File: src/hw/rtl/rvc_regfile.sv
`default_nettype none

module rvc_regfile (
  input  wire logic        clk,
  input  wire logic        rst_n,
  input  wire logic        rd_en,
  input  wire logic [4:0]  ra1,
  input  wire logic [4:0]  ra2,
  output logic      [63:0] rd1,
  output logic      [63:0] rd2,
  input  wire logic        we,
  input  wire logic [4:0]  wa,
  input  wire logic [63:0] wd
);

  logic [63:0] mem [32];
  logic [63:0] q1_r;
  logic [63:0] q2_r;
  logic [31:0] vld_r;
  logic        v1_r;
  logic        v2_r;

  // Register storage with two registered read ports.
  always_ff @(posedge clk) begin
    if (we) begin
      mem[wa] <= wd;
    end
    if (rd_en) begin
      q1_r <= mem[ra1];
      q2_r <= mem[ra2];
    end
  end

  // Written flags: an entry never written reads as zero.
  always_ff @(posedge clk) begin
    if (!rst_n) begin
      vld_r <= '0;
      v1_r  <= 1'b0;
      v2_r  <= 1'b0;
    end else begin
      if (we) begin
        vld_r[wa] <= 1'b1;
      end
      if (rd_en) begin
        v1_r <= vld_r[ra1];
        v2_r <= vld_r[ra2];
      end
    end
  end

  assign rd1 = v1_r ? q1_r : 64'd0;
  assign rd2 = v2_r ? q2_r : 64'd0;

endmodule

`default_nettype wire

File: config.mk
export PLATFORM = sky130hd
export DESIGN_NAME = rvc_regfile
export DESIGN_NICKNAME = d
export VERILOG_FILES = /design/src/hw/rtl/rvc_regfile.sv
export SDC_FILE = /design/constraint.sdc
export NUM_CORES = 2
export LEC_CHECK = 0
export BUFFER_PORTS_ARGS = -buffer_cell sky130_fd_sc_hd__buf_2
export CAP_MARGIN = 20
export CORE_MARGIN = 2
export CORE_UTILIZATION = 63
export CTS_BUF_LIST = sky130_fd_sc_hd__clkbuf_8
export CTS_CLUSTER_DIAMETER = 40
export DETAILED_ROUTE_END_ITERATION = 12
export PLACE_DENSITY_LB_ADDON = 0.2
export SLEW_MARGIN = 20
export SYNTH_ARGS = -nofsm -noshare
export SYNTH_HDL_FRONTEND = slang
export SYNTH_SLANG_ARGS = --single-unit
File: constraint.sdc
create_clock -name clk -period 5.3 [get_ports clk]
set_clock_uncertainty 0.05 [all_clocks]
set_input_delay 0.795 -clock clk [delete_from_list [all_inputs] [get_ports clk]]
set_output_delay 0.795 -clock clk [all_outputs]
set_load 0.02 [all_outputs]
==> results.toml <==
[run_status]
status = "finished, final reports clean"

[global_route]
gr-usage-all-layers_pct = 34.77
antenna_found_initial = 23
grt_start_max_net_pins = 75
overflow = 0
grt_first_pass_wirelength_um = 393300
first_global_vias = 54780

[drt]
drt_pass1_iterations = 6
route.vias.total = 53470
route.detailed.drc = 0
post_drt_via_cell_ratio = 7.536
detail_route.iter0.violations = 9111
drt.antenna.violating_nets = 0
wl_per_cell_um = 38.80
drt_total_wl_um = 275300

[synth]
synthesis.area_per_instance_um2 = 23.07
yosysWarnings = 0
total_standard_cell_area_after_synthesis_um2 = 99710
synth_cell_type_count = 36
synth_nets = 4405
yosys_most_used_dff = "sky130_fd_sc_hd__edfxtp_1"
synth.ff_latch_count = 2210
synth-seq-area-share_pct = 66.21
synth_edf_count = 2176
synth_cells = 4322
ys_async_sr_fraction_pct = 0

[setup_path]
worst-endpoint-required_ns = 4.45
path_class = "flip-flop to primary output"
critical_path.cell_chain = "buf_4 -> and2_1 -> buf_2"
crit_fanout = 46
setup.worst_path.end_class = "primary output"
cpMaxStageDelayCell = "sky130_fd_sc_hd__dfxtp_4"
timing.critical_path.arrival_ns = 3.09
cp_slowest_stage_delay_ns = 0.92
timing.reg2reg.worst_path_depth = 4
startpoint_type = "flip-flop"

[place]
half_perimeter_wire_length_of_the_detailed_placement_result_um = 147400
finalWeightedCongestion = 0.8132
portBuffers = 210

[clocking]
clkLatencyLatePin_ns = 1.07
cts_tree = "built"
cts.root.buffer_cell = "sky130_fd_sc_hd__clkbuf_8"
cts_num_sinks = 2210
ctsHtreeMaxLevel = 5
cts.repair.resized = 0
cts.repair_timing.setup_buffer_count = 0
clkSlewWorstSetupHoldPaths_ns = 0.06
holdBufCountCts = 0
max-clock-path-buffers = 4
tritoncts.num_buffers = 369

[pwr]
seqPwrFrac_pct = 53.5
power.clock.fraction_pct = 38.6
vdd_drop_max_uv = 321.9
comb_power_share_pct = 7.9
powerDensity_nw_per_um2 = 330.6
switching_share_pct = 22.80
cellInternalPower_uw = 28430
switching_power_uw = 8397
leakage_uw = 0.03590

[sta]
final.min_clock_period_ns = 3.937
setup-violations-final = 0
slew_violations = 0
maxSlewHeadroom_pct = 19.95
hold_ws_ns = 0.1733
finalHoldViolCount = 0
tightest_slew_ns = 1.201
fmax_mhz = 254.0
post-route-period-util_pct = 74.28
fin_setup_tns_ns = 0
grt_setup_unrepaired = "no"

[floorplanning]
initial_utilization_pct = 63.61
die-height_um = 401.8
number_of_top_level_pins = 211
fp.dieArea_um2 = 161500
standard_cell_core_area_um2 = 156800
placement_rows = 145
dieWidth_um = 401.8

[finish]
share_of_cells_above_drive_strength_1_pct = 45.17
filler_cell_count = 8988
syn_to_final_growth_pct = 11.70
layout_common_cells = "sky130_fd_sc_hd__edfxtp_1 (2,176), sky130_fd_sc_hd__mux4_2 (1,230), sky130_fd_sc_hd__clkbuf_8 (377), sky130_fd_sc_hd__buf_2 (199), sky130_fd_sc_hd__mux2_2 (133)"
finalNetCount = 4843
layout.cells.most_common = "sky130_fd_sc_hd__edfxtp_1"

[min_path]
min-delay-path-class = "primary input to flip-flop"
worst_hold_path.num_cells = 1

[job]
max_cap_viol_count = 0
==> final cells by class <==
cell class / instances / area (um^2) / share of cell area (%)
Antenna cell: 13 / 32.53 / 0.02921
Clock buffer: 376 / 5175 / 4.646
Clock inverter: 260 / 1614 / 1.449
Inverter: 2 / 7.507 / 0.006740
Multi-Input combinational cell: 1776 / 32450 / 29.14
Sequential cell: 2210 / 66030 / 59.28
Tap cell: 2058 / 2575 / 2.312
Timing Repair Buffer: 401 / 3495 / 3.137
==> critical path, delay by kind of cell (launching register included) <==
family                 cells  cell delay [ns]
DFF                        1             0.92
buffers and inverters      2             0.76
and+or+nand+nor            1             0.34
==> cell families after synthesis <==
group | Yosys count | share of synthesized area (%)
AOI/OAI and AO/OA | 126 | 0.9612
buffers and inverters | 336 | 1.498
DFF | 2210 | 66.21
muxes | 1453 | 30.19
and+or+nand+nor | 197 | 1.139
==> final timing paths <==
path | start | end | slack [ns]
max reg2reg | v1_r | v1_r | 3.18
min | wd[2] | mem[14][2] | 0.17
max | v1_r | rd1[10] | 1.36
min reg2reg | vld_r[29] | vld_r[29] | 0.43
==> metal layers <==
| layer | GRT usage, % | part of all wire, % |
|---|---|---|
| met3 | 8.779 | 13 |
| met4 | 11.70 | 3.6 |
| met2 | 54.18 | 49 |
| met1 | 49.27 | 34 |
| met5 | 0 | 0.040 |
==> per-stage QoR <==
step           utilization, %  std cells  area [um^2]  power (uW)  setup WS (ns)
6_report                71.06       7096       111400       36830          1.363
5_1_grt                 71.05       7090       111400       37850          1.365
4_1_cts                 71.02       7082       111300       36940          1.326
3_5_place_dp            66.69       6446       104500       22950          1.695
3_3_place_gp            66.67       6444       104500       22890          1.647
2_1_floorplan               -       4322        99710       21900         0.6002
==> cell usage after synthesis, types with 2 or more instances <==
| cell | n | share of area (%) |
|---|---|---|
| sky130_fd_sc_hd__buf_1 | 27 | 0.10 |
| sky130_fd_sc_hd__nand3b_1 | 5 | 0.038 |
| sky130_fd_sc_hd__o21a_1 | 33 | 0.25 |
| sky130_fd_sc_hd__nor2_1 | 37 | 0.14 |
| sky130_fd_sc_hd__mux2_2 | 133 | 1.5 |
| sky130_fd_sc_hd__edfxtp_1 | 2176 | 66 |
| sky130_fd_sc_hd__nor2b_1 | 6 | 0.038 |
| sky130_fd_sc_hd__buf_4 | 19 | 0.14 |
| sky130_fd_sc_hd__mux2i_1 | 90 | 0.90 |
| sky130_fd_sc_hd__dfxtp_1 | 34 | 0.68 |
| sky130_fd_sc_hd__a22oi_1 | 2 | 0.015 |
| sky130_fd_sc_hd__nand2b_1 | 3 | 0.019 |
| sky130_fd_sc_hd__a21o_1 | 18 | 0.14 |
| sky130_fd_sc_hd__clkbuf_1 | 179 | 0.67 |
| sky130_fd_sc_hd__buf_6 | 4 | 0.045 |
| sky130_fd_sc_hd__and2_1 | 132 | 0.83 |
| sky130_fd_sc_hd__nand2_1 | 6 | 0.023 |
| sky130_fd_sc_hd__o22ai_1 | 42 | 0.26 |
| sky130_fd_sc_hd__mux4_2 | 1230 | 28 |
| sky130_fd_sc_hd__a221o_1 | 23 | 0.23 |
| sky130_fd_sc_hd__nand3_1 | 2 | 0.010 |
| sky130_fd_sc_hd__buf_2 | 105 | 0.53 |
| sky130_fd_sc_hd__or3b_2 | 3 | 0.026 |
==> power groups by stage <==
stage | logic (uW) | registers (uW) | clock network, uW
global placement | 2860 | 20000 | 0
finish | 2910 | 19700 | 14200
CTS | 2910 | 19700 | 14300
floorplan | 1930 | 20000 | 0
global route | 3050 | 19700 | 15100
detailed placement | 2900 | 20000 | 0
==> flip-flops by register name (all words and copies together) (netlist names) <==
name / cells
v2_r: 1
q1_r: 64
vld_r: 32
q2_r: 64
mem: 2048
v1_r: 1
Power figures use the tool's default switching activity.
